## src/design/cnfsa_pkg.sv

```systemverilog
`timescale 1ns / 1ps
`default_nettype none

package cnfsa_pkg;

    // Default slot capacity
    localparam int MAX_SLOTS_DEF = 256;

    // Fixed field widths
    localparam int SLOT_W   = 9;
    localparam int STREAM_W = 16;
    localparam int APB_W    = 32;

    // Occupancy memory row: one bit per slot
    localparam int WORD_W = 32;
    localparam int LOG_W  = 5;

    // Register map
    localparam int ADDR_W = 3;
    localparam logic REG_SLOT_COUNT_SEL = 1'b0;
    localparam logic [SLOT_W-1:0] SLOT_COUNT_RST = 9'd256;

    // Commands
    localparam logic CMD_CLAIM   = 1'b0;
    localparam logic CMD_RELEASE = 1'b1;

    typedef enum logic [1:0] {
        ST_IDLE,
        ST_READ,
        ST_EVAL
    } t_state;

endpackage

`default_nettype wire

```

## src/design/circular_next_free_slot_allocator_unit.sv

```systemverilog
// Circular slot allocator. Occupancy of up to MAX_SLOTS slots sits in a
// synchronous memory of 32-bit rows, one bit per slot, all free after reset
// (row valid bits stand in for a clearing pass, so no start-up delay). A
// claim (tuser 0) scans rows from the preferred slot upward, then wraps to
// row 0, and returns the first free slot in tdata, marking it occupied; if
// none is free it returns slot 0 with tuser 1. A release (tuser 1) frees the
// named slot and returns 0. One item is worked at a time, each row visit
// taking a read state (ST_READ) and an evaluate state (ST_EVAL): a release
// or a claim that hits in its first row goes from accept through ST_READ
// and ST_EVAL into the output register, and each further row adds another
// ST_READ and ST_EVAL visit, until at worst the scan has wrapped through
// every row. A result waiting in the output register does not block the next accept.
`timescale 1ns / 1ps
`default_nettype none

module circular_next_free_slot_allocator_unit
    import cnfsa_pkg::*;
#(
    parameter int MAX_SLOTS = MAX_SLOTS_DEF
) (
    input  logic                i_clk,
    input  logic                i_rst_n,
    // configuration port
    input  logic                psel,
    input  logic                penable,
    input  logic                pwrite,
    input  logic [ADDR_W-1:0]   paddr,
    input  logic [APB_W-1:0]    pwdata,
    output logic [APB_W-1:0]    prdata,
    output logic                pready,
    // request stream
    input  logic                s_axis_tvalid,
    output logic                s_axis_tready,
    input  logic [STREAM_W-1:0] s_axis_tdata,  // [8:0] slot
    input  logic                s_axis_tuser,  // [0] command
    // result stream
    output logic                m_axis_tvalid,
    input  logic                m_axis_tready,
    output logic [STREAM_W-1:0] m_axis_tdata,  // [8:0] given_slot
    output logic                m_axis_tuser   // [0] full_res
);

    localparam int ROWS  = (MAX_SLOTS + WORD_W - 1) / WORD_W;
    localparam int ROW_W = (ROWS > 1) ? $clog2(ROWS) : 1;
    localparam int CNT_W = $clog2(MAX_SLOTS + 1);

    // registers
    t_state              r_state,     n_state;
    logic [SLOT_W-1:0]   r_slot_count;
    logic                r_cmd,       n_cmd;
    logic                r_skip,      n_skip;
    logic                r_phase_b,   n_phase_b;
    logic [ROW_W-1:0]    r_row,       n_row;
    logic [ROW_W-1:0]    r_start_row, n_start_row;
    logic [LOG_W-1:0]    r_off,       n_off;
    logic [CNT_W-1:0]    r_n,         n_n;
    logic                r_out_valid, n_out_valid;
    logic [SLOT_W-1:0]   r_out_slot,  n_out_slot;
    logic                r_out_full,  n_out_full;

    // occupancy memory
    logic [WORD_W-1:0]   r_mem [ROWS];
    logic                r_vld [ROWS];
    logic [WORD_W-1:0]   r_rdata;
    logic                r_row_ok;

    logic                mem_we;
    logic [WORD_W-1:0]   mem_wdata;

    // datapath
    logic                cfg_wr;
    logic                in_acc;
    logic [31:0]         cnt32;
    logic [31:0]         n32;
    logic [31:0]         s32;
    logic [31:0]         idx32;
    logic                in_range;
    logic [ROW_W-1:0]    last_row;
    logic [WORD_W-1:0]   row_data;
    logic [WORD_W-1:0]   avail;
    logic                hit;
    logic [LOG_W-1:0]    k_sel;
    logic                done_ok;

    // configuration access
    assign pready = 1'b1;
    assign cfg_wr = psel && penable && pwrite && (paddr[ADDR_W-1] == REG_SLOT_COUNT_SEL);
    assign prdata = (paddr[ADDR_W-1] == REG_SLOT_COUNT_SEL) ?
                    APB_W'(r_slot_count) : '0;

    // handshake
    assign s_axis_tready = (r_state == ST_IDLE);
    assign in_acc        = s_axis_tvalid && s_axis_tready;
    assign done_ok       = !r_out_valid || m_axis_tready;

    assign m_axis_tvalid = r_out_valid;
    assign m_axis_tdata  = STREAM_W'(r_out_slot);
    assign m_axis_tuser  = r_out_full;

    // clamp slot count and decode the requested slot
    always_comb begin
        cnt32 = 32'(r_slot_count);
        if (cnt32 == 32'd0) begin
            n32 = 32'd1;
        end else if (cnt32 > 32'(MAX_SLOTS)) begin
            n32 = 32'(MAX_SLOTS);
        end else begin
            n32 = cnt32;
        end
        s32      = 32'(s_axis_tdata[SLOT_W-1:0]);
        in_range = (s32 != 32'd0) && (s32 <= n32);
        idx32    = s32 - 32'd1;
    end

    assign last_row = ROW_W'((32'(r_n) - 32'd1) >> LOG_W);

    // mask the fetched row and find its lowest free slot
    assign row_data = r_row_ok ? r_rdata : '0;

    always_comb begin
        for (int k = 0; k < WORD_W; k++) begin
            avail[k] = !row_data[k]
                && (((32'(r_row) << LOG_W) + 32'(k)) < 32'(r_n))
                && (r_phase_b || (r_row != r_start_row) || (LOG_W'(k) >= r_off));
        end
        hit   = |avail;
        k_sel = '0;
        for (int k = WORD_W - 1; k >= 0; k--) begin
            if (avail[k]) begin
                k_sel = LOG_W'(k);
            end
        end
    end

    // sequencer: read a row, evaluate it, write back when a claim hits or an in-range release completes
    always_comb begin
        n_state     = r_state;
        n_cmd       = r_cmd;
        n_skip      = r_skip;
        n_phase_b   = r_phase_b;
        n_row       = r_row;
        n_start_row = r_start_row;
        n_off       = r_off;
        n_n         = r_n;
        n_out_valid = r_out_valid && !m_axis_tready;
        n_out_slot  = r_out_slot;
        n_out_full  = r_out_full;
        mem_we      = 1'b0;
        mem_wdata   = row_data;

        unique case (r_state)
            ST_IDLE: begin
                if (in_acc) begin
                    n_state = ST_READ;
                    n_cmd   = s_axis_tuser;
                    n_n     = CNT_W'(n32);
                    n_skip  = !in_range;
                    if (in_range) begin
                        n_row       = ROW_W'(idx32 >> LOG_W);
                        n_start_row = ROW_W'(idx32 >> LOG_W);
                        n_off       = idx32[LOG_W-1:0];
                        n_phase_b   = 1'b0;
                    end else begin
                        n_row       = '0;
                        n_start_row = '0;
                        n_off       = '0;
                        n_phase_b   = 1'b1;
                    end
                end
            end
            ST_READ: begin
                n_state = ST_EVAL;
            end
            ST_EVAL: begin
                if (r_cmd == CMD_RELEASE) begin
                    if (done_ok) begin
                        mem_we      = !r_skip;
                        mem_wdata   = row_data & ~(WORD_W'(1) << r_off);
                        n_out_valid = 1'b1;
                        n_out_slot  = '0;
                        n_out_full  = 1'b0;
                        n_state     = ST_IDLE;
                    end
                end else if (hit) begin
                    if (done_ok) begin
                        mem_we      = 1'b1;
                        mem_wdata   = row_data | (WORD_W'(1) << k_sel);
                        n_out_valid = 1'b1;
                        n_out_slot  = SLOT_W'((32'(r_row) << LOG_W) + 32'(k_sel) + 32'd1);
                        n_out_full  = 1'b0;
                        n_state     = ST_IDLE;
                    end
                end else if (r_row != last_row) begin
                    n_row   = r_row + ROW_W'(1);
                    n_state = ST_READ;
                end else if (!r_phase_b) begin
                    // wrap to the lowest slot
                    n_phase_b = 1'b1;
                    n_row     = '0;
                    n_state   = ST_READ;
                end else if (done_ok) begin
                    n_out_valid = 1'b1;
                    n_out_slot  = '0;
                    n_out_full  = 1'b1;
                    n_state     = ST_IDLE;
                end
            end
            default: begin
                n_state = ST_IDLE;
            end
        endcase
    end

    // control and payload registers
    always_ff @(posedge i_clk) begin
        if (!i_rst_n) begin
            r_state      <= ST_IDLE;
            r_slot_count <= SLOT_COUNT_RST;
            r_out_valid  <= 1'b0;
            r_cmd        <= CMD_CLAIM;
            r_skip       <= 1'b0;
            r_phase_b    <= 1'b0;
            r_row        <= '0;
            r_start_row  <= '0;
            r_off        <= '0;
            r_n          <= '0;
        end else begin
            r_state     <= n_state;
            r_out_valid <= n_out_valid;
            r_cmd       <= n_cmd;
            r_skip      <= n_skip;
            r_phase_b   <= n_phase_b;
            r_row       <= n_row;
            r_start_row <= n_start_row;
            r_off       <= n_off;
            r_n         <= n_n;
            if (cfg_wr) begin
                r_slot_count <= pwdata[SLOT_W-1:0];
            end
        end
    end

    always_ff @(posedge i_clk) begin
        r_out_slot <= n_out_slot;
        r_out_full <= n_out_full;
    end

    // row valid bits: an unwritten row reads as all free
    always_ff @(posedge i_clk) begin
        if (!i_rst_n) begin
            for (int r = 0; r < ROWS; r++) begin
                r_vld[r] <= 1'b0;
            end
        end else if (mem_we) begin
            r_vld[r_row] <= 1'b1;
        end
    end

    // occupancy memory, one read and one write port
    always_ff @(posedge i_clk) begin
        if (mem_we) begin
            r_mem[r_row] <= mem_wdata;
        end
        r_rdata  <= r_mem[r_row];
        r_row_ok <= r_vld[r_row] && i_rst_n;
    end

endmodule

`default_nettype wire

```

## config.mk

```make
export PLATFORM = sky130hd
export DESIGN_NAME = circular_next_free_slot_allocator_unit
export DESIGN_NICKNAME = d
export VERILOG_FILES = /design/src/design/cnfsa_pkg.sv /design/src/design/circular_next_free_slot_allocator_unit.sv
export SDC_FILE = /design/constraint.sdc
export NUM_CORES = 1
export LEC_CHECK = 0
export ABC_CLOCK_PERIOD_IN_PS = 13890
export BUFFER_PORTS_ARGS = -buffer_cell sky130_fd_sc_hd__buf_2
export CAP_MARGIN = 10
export CORE_MARGIN = 2
export CORE_UTILIZATION = 65
export CTS_CLUSTER_SIZE = 20
export DETAILED_ROUTE_END_ITERATION = 8
export PLACE_DENSITY = 0.85
export SYNTH_ARGS = -nofsm -noshare
export SYNTH_HDL_FRONTEND = slang
export SYNTH_SLANG_ARGS = --single-unit
```

## constraint.sdc

```tcl
create_clock -name i_clk -period 13.89 [get_ports i_clk]
set_input_delay 0.6945 -clock i_clk [delete_from_list [all_inputs] [get_ports i_clk]]
set_output_delay 0.6945 -clock i_clk [all_outputs]
set_load 0.01 [all_outputs]
```

# Yosys cells after proc, flatten, opt, wreduce, memory -nomap -nowiden
# Memory sizes are Yosys's and may differ from the RTL's. A register that Yosys moved wholly into a read port is not among the register bits.
# Index checks and enable logic that the tools add are counted.
[op_classes] add_sub_neg=36 multipliers=0 div_mod_pow=0 order_cmp=66 eq_ne=11 shift=2 muxes=95 n_bitwise=4 n_reduce_logical=154
[ops] cell="< comparator 9 bit" n=31
[ops] cell="2-to-1 mux 32 bit" n=7
[ops] cell="2-to-1 mux 5 bit" n=33
[ops] cell="adder 8 x 5 -> 9 bit, second input constant" n=16
[ops] cell=">= comparator 5 bit, first input constant" n=16
[ops] cell="adder 8 x 4 -> 9 bit, second input constant" n=8
[ops] cell="2-to-1 mux 9 bit" n=8
[ops] cell="logical AND 1 bit" n=71
[ops] cell="left shift 1 x 5 -> 32 bit, first input constant" n=2
[ops] cell=">= comparator 4 x 5 -> 1 bit, first input constant" n=8
[ops] cell="adder 8 x 3 -> 9 bit, second input constant" n=4
[ops] cell="logical NOT 1 bit" n=36
[ops] cell="logical OR 1 bit" n=34
[ops] cell="bitwise AND 32 bit" n=1
[ops] cell="<= comparator 9 x 32 -> 1 bit" n=1
[ops] cell="inverter 32 bit" n=1
[ops] cell="bitwise OR 32 bit" n=1
[ops] cell="OR reduction 32 bit" n=1
[ops] cell="2-to-1 mux 1 bit" n=29
[ops] cell="2-to-1 mux 3 bit" n=9
[ops] cell=">= comparator 3 x 5 -> 1 bit, first input constant" n=4
[ops] cell="adder 8 x 2 -> 9 bit, second input constant" n=2
[ops] cell="subtractor 8 x 1 -> 8 bit, second input constant" n=2
[ops] cell="2-to-1 mux 2 bit" n=6
[ops] cell="28 further kinds" n=37
[word_totals] register_bits=46 latchBits=0 ramBits=264 romBits=0 output_inout_bits=52 elab_cells=383 memories=2
[memory_table] memory="r_mem" words=8 word_bits=32 read_ports=1 rd_ports_with_merged_regs=1 wr=1 line_no="circular_next_free_slot_allocator_unit.sv:62" text="logic [WORD_W-1:0] r_mem [ROWS];"
[memory_table] memory="r_vld" words=8 word_bits=1 read_ports=1 rd_ports_with_merged_regs=1 wr=8 line_no="circular_next_free_slot_allocator_unit.sv:63" text="logic r_vld [ROWS];"

# Longest topological paths before layout
[logic_depth] ltp_word=42 ltp_mapped=18 mapped_depth_nobuf=14

# Worst setup path before layout
# No wires, ideal clock.
[synth_path] kind="register -> register" from="register r_row[0]" to="memory r_mem[0][0], enable pin" setup_time_ns=0.505 arrival_ns=5.964 required_time_ns=13.385 setup_slack_ns=7.421 path_stages_with_launch=14 path_buffers=2 synth_period_minus_slack_ns=6.469 cell_sequence="dfxtp_1 > buf_2 > clkinv_1 > ha_1 > and4b_1 > buf_2 > a22oi_1 > a32oi_1 > a311oi_1 > nor4_1 > nand3_1 > nor2_1 > a211o_1 > nor4_1"
[synth_via] elab_chain_len=10
[synth_lines] item="start: declaration" line_no="circular_next_free_slot_allocator_unit.sv:53" text="logic [ROW_W-1:0] r_row, n_row;"
[synth_lines] item="start signal: assignment" line_no="circular_next_free_slot_allocator_unit.sv:233" text="r_row <= n_row;"
[synth_lines] item="adder 8 x 1 -> 9 bit (tied with other cells)" line_no="circular_next_free_slot_allocator_unit.sv:123" text="&& (((32'(r_row) << LOG_W) + 32'(k)) < 32'(r_n))"
[synth_lines] item="< comparator 9 bit / logical OR 1 bit (equally long branches)" line_no="circular_next_free_slot_allocator_unit.sv:123, circular_next_free_slot_allocator_unit.sv:124"
[synth_lines] item="logical AND 1 bit / logical OR 1 bit (equally long branches)" line_no="circular_next_free_slot_allocator_unit.sv:123, circular_next_free_slot_allocator_unit.sv:124"
[synth_lines] item="logical AND 1 bit" line_no="circular_next_free_slot_allocator_unit.sv:124" text="&& (r_phase_b || (r_row != r_start_row) || (LOG_W'(k) >= r_off));"
[synth_lines] item="OR reduction 32 bit" line_no="circular_next_free_slot_allocator_unit.sv:126" text="hit = |avail;"
[synth_lines] item="2-to-1 mux 1 bit" line_no="circular_next_free_slot_allocator_unit.sv:184" text="end else if (hit) begin"
[synth_lines] item="2-to-1 mux 1 bit" line_no="circular_next_free_slot_allocator_unit.sv:175" text="if (r_cmd == CMD_RELEASE) begin"
[synth_lines] item="2-to-1 mux 1 bit" line_no="circular_next_free_slot_allocator_unit.sv:151" text="unique case (r_state)"
[synth_lines] item="2-to-1 mux 1 bit" line_no="circular_next_free_slot_allocator_unit.sv:261" text="if (mem_we) begin"
[synth_lines] item="2-to-1 mux 1 bit (implied by the code)" line_no="circular_next_free_slot_allocator_unit.sv:262" text="r_mem[r_row] <= mem_wdata;"
[synth_lines] item="end: declaration" line_no="circular_next_free_slot_allocator_unit.sv:62"
# Several ways; a longest one is shown, not always the timed one.

# Final worst setup path
[layout_path] from="register r_row[0]" to="memory r_mem[0][23], data pin"
[layout_via] elab_chain_len=42
[layout_lines] item="adder 8 x 5 -> 9 bit / inequality test 3 bit (equally long branches)" line_no="circular_next_free_slot_allocator_unit.sv:123, circular_next_free_slot_allocator_unit.sv:124"
[layout_lines] item="< comparator 9 bit / logical OR 1 bit (equally long branches)" line_no="circular_next_free_slot_allocator_unit.sv:123, circular_next_free_slot_allocator_unit.sv:124"
[layout_lines] item="logical AND 1 bit / logical OR 1 bit (equally long branches)" line_no="circular_next_free_slot_allocator_unit.sv:123, circular_next_free_slot_allocator_unit.sv:124"
[layout_lines] item="logical AND 1 bit" line_no="circular_next_free_slot_allocator_unit.sv:124"
[layout_lines] item="2-to-1 mux 5 bit (32 in series)" line_no="circular_next_free_slot_allocator_unit.sv:129" text="if (avail[k]) begin"
[layout_lines] item="left shift 1 x 5 -> 32 bit" line_no="circular_next_free_slot_allocator_unit.sv:187" text="mem_wdata = row_data | (WORD_W'(1) << k_sel);"
[layout_lines] item="bitwise OR 32 bit" line_no="circular_next_free_slot_allocator_unit.sv:187"
[layout_lines] item="2-to-1 mux 32 bit" line_no="circular_next_free_slot_allocator_unit.sv:185" text="if (done_ok) begin"
[layout_lines] item="2-to-1 mux 32 bit *" line_no="circular_next_free_slot_allocator_unit.sv:184"
[layout_lines] item="2-to-1 mux 32 bit *" line_no="circular_next_free_slot_allocator_unit.sv:175"
[layout_lines] item="2-to-1 mux 32 bit *" line_no="circular_next_free_slot_allocator_unit.sv:151"
[layout_lines] item="net mem_wdata[23]" line_no="circular_next_free_slot_allocator_unit.sv:68" text="logic [WORD_W-1:0] mem_wdata;"
# Mark *: on every way through the listed nets, which the timed path passes. The rest lies on a longest branch.

==> reports/results.txt <==
The congestion estimate from routability-driven global placement came to 0.977. After synthesis the cells add up to 15200 µm². For this design the static power due to leakage is 0.00582 µW.

Clock tree synthesis inserted a total of 35 buffers. The power density over the cells was 141 nW/µm²; the total count of max-transition violations in the final report was 0. The maximum cell stage delay along the critical path is 860 ps. The number of endpoints with negative hold slack in the final report came out at 0.

After global routing the overflow that remains totals 0. The height of the die is 157 µm, and the utilization after layout is 73.4%. At the pin with the least slew margin, the transition time is 1180 ps. The clock net in this run drives a total of 345 sinks. The floorplan step defined a die boundary enclosing 24600 µm². The most frequent cell on the critical path was ha_1. The logs give 0.106 mV for the maximum vdd ir drop and 0 for the post-cts hold buffer count. Compared with the post-synthesis result, the final layout area differs by 10.2%. In this run the remaining antenna-violating nets after routing total 0.

Clock latency on the worst-skew pair, taken at its later pin, is 520 ps. The buffers inserted during post-CTS setup optimization is 0, and the overall global routing resource usage is 33.2%. By startpoint and endpoint, the worst setup path is classified as reg2reg. The worst path uses 45.7% of the clock period.

The min-delay analysis places its worst path in the category in2reg. Entering global routing, the biggest net connects 40 pins. The first detailed-routing pass took 5 iterations. The number of primary I/O pins was 111; the number of DRC violations after detailed-routing iteration 0 was 1664. The via count normalized by instance count works out to 6.82. The top cell types in the final layout, fill and taps aside, are 266 x edfxtp_1, 133 x a22oi_1, 93 x nand2_1, 79 x dfxtp_1, 73 x nor2_1. The relative slew slack is 20.5%, and the number of setup violations in the final report is 0.

The flow ran to the end, and the final reports show no timing, DRC or antenna violations. The number of cells upsized or downsized after cts was 0. The first global-routing pass estimated 61400 µm of wire. After detailed routing, the average wire length per cell comes to 24.8 µm. Counting flops with a built-in enable in the synthesized netlist gives 266. For the maximum buffer depth of the clock tree, the log shows 3. Across the run, the number of max-cap violations was 0. STA classifies the critical path endpoint as a flop.

Cells with a size suffix above 1 make up 12.4% of the layout. The run gives 55 as the cell row count. The number of inserted diodes was 0. The worst setup path is launched from a flop. The routed design has 40200 µm of wire. Async set or reset register ratio after synthesis: 0%. The critical path goes through clkinv_1 -> ha_1 -> and4b_1 -> a22oi_1 -> a32oi_1 -> a311oi_1 -> nor2_1 -> or4_1 -> o311ai_4 -> o21a_1 -> ha_1 -> ha_1 -> inv_1 -> o21ai_0. The run gives 14100 ps as the required time at the endpoint of the critical path.

Clock root buffer master: clkbuf_16. After technology mapping, the gate count stands at 1256. On the critical path the largest part of the delay comes from compound AO/OA/AOI/OAI gates. The synthesis-stage register bit count came out at 345. Along the worst path, the maximum fanout reaches 24.

The logs give 22800 µm² for the core outline area and 1363 for the post-layout net count. The run gives 0 as the initial antenna violation count. Clock-pin slew was measured on the worst setup and hold paths at 70 ps.

Setup repair after global routing left no endpoint under its margin. Derived from the worst setup path, the maximum achievable clock frequency is 157 MHz. The die is 157 µm wide. The placed wire-length estimate was 24700 µm; the worst-case clock skew was 22.4 ps. The part of the Yosys area used for sequential elements is 63.0%, and the shortest clock period the worst path allows after layout is 6350 ps. The quantity of I/O buffers inserted on ports is 47. The most used flip-flop cell after synthesis is edfxtp_1. The most common cell after layout, fill and taps aside is edfxtp_1. For this run, the number of Yosys warnings is 0.

After detailed routing, the number of remaining DRC violations is 0. The via count of the first global-routing pass is 10726. TritonCTS built the clock tree. Yosys mapped the design onto 83 distinct sky130hd cell types.

The number of buffers and inverters on the critical path is 2. The tools report the data arrival time of the worst path as 6560 ps. The starting utilization of the core area was 66.7%. For the final routed database, the setup TNS stands at 0 ps. The mean instance size in the synthesized netlist came out at 12.1 µm². The H-tree generated during clock tree synthesis spans 2 levels. The slowest stage cell on the critical path is dfxtp_1. The final route contains 11076 vias.
[logic make-up after synthesis]
group                    synth area share (%)
AO/OA/AOI/OAI                            17.0
AND/OR/NAND/NOR                          12.6
multiplexers                            0.437
XOR/XNOR                                 1.09
flip-flops                               63.0
adder cells (fa/ha/maj)                  1.65
buffers and inverters                    4.23
other                                  0.0495
[Yosys cell counts (all sizes together), types with 3 or more instances]
cell	n	share of area [%]
a21oi	53	1.8
o311ai	5	0.40
buf	48	2.2
and2	12	0.49
nor3b	4	0.20
nor4	17	0.82
o21a	16	0.79
o21bai	4	0.20
o21ai	44	1.5
xor2	6	0.40
or4	7	0.40
xnor2	12	0.69
a2111oi	4	0.28
o211ai	13	0.64
nor2b	15	0.62
a22oi	133	6.6
nor3	33	1.1
nand2	93	2.3
o22ai	26	1.1
a32oi	5	0.29
or3	6	0.25
a21o	8	0.40
and3	3	0.12
o2111ai	6	0.39
inv	23	0.57
clkbuf	58	1.4
nand4	46	1.9
nand2b	15	0.62
nor2	76	1.9
or2	8	0.33
nand3	27	0.89
dfxtp	79	10
o31ai	6	0.30
edfxtp	266	53
ha	20	1.6
a211oi	9	0.44
a31oi	9	0.37
[tightest hold or removal path: cells and delay by family]
family | cells | cell delay, ps
AOI/OAI and AO/OA | 1 | 50
and+or+nand+nor | 1 | 40
buffers and inverters | 1 | 90
[where the power goes]
part           switching (µW)  internal [µW]  leakage [µW]
Combinational             198           93.4       0.00191
Sequential               23.3           1130       0.00337
Clock                     381            528      0.000541
[flip-flops by register name, indices dropped and copies added (netlist names), 2 cells and up, named ones only]
name and cells:
r_start_row 3, r_mem 256, r_row 3, r_slot_count 9, r_n 9, r_out_slot 9
r_state 2, r_off 5, r_vld 8, r_rdata 32
[metrics by stage]
stage	area (µm²)	instances	power (µW)	worst slack (ps)	hold slack, ps
after floorplan	15300	1285	1380	7420	435
after global placement	15600	1560	1450	7720	446
after detailed placement	15600	1560	1450	7660	450
after CTS	16700	1624	2350	7630	416
after global routing	16700	1624	2430	7110	429
final	16700	1624	2360	7540	426
[per-layer routing]
metal  part of all wire [%]  vias to the layer above  GRT usage (%)
met5                      0                        -              0
met2                     46                      736           52.5
met4                    4.7                        0           15.5
li1                       -                     4884              -
met1                     39                     5305           44.4
met3                     10                      151           7.06
[area by class of cell]
| class | instances | area [µm²] |
|---|---|---|
| clock buffers | 45 | 956 |
| multi-input cells | 809 | 5160 |
| flip-flops and latches | 345 | 9570 |
| repair buffers | 68 | 393 |
| fillers | 1484 | 6050 |
| clock inverters | 19 | 165 |
| well taps | 313 | 392 |
| inverters | 25 | 93.8 |
[path summary, 6_finish.rpt]
| kind | from | slack [ps] | end | cells past startpoint |
|---|---|---|---|---|
| hold reg to reg | r_vld[2] | 470 | r_vld[2] | 1 |
| setup reg to reg | r_row[0] | 7540 | r_mem[0][23] | 14 |
| setup / recovery | r_row[0] | 7540 | r_mem[0][23] | 14 |
| hold / removal | s_axis_tuser | 430 | r_cmd | 3 |
(Power assumes the default switching activity.)
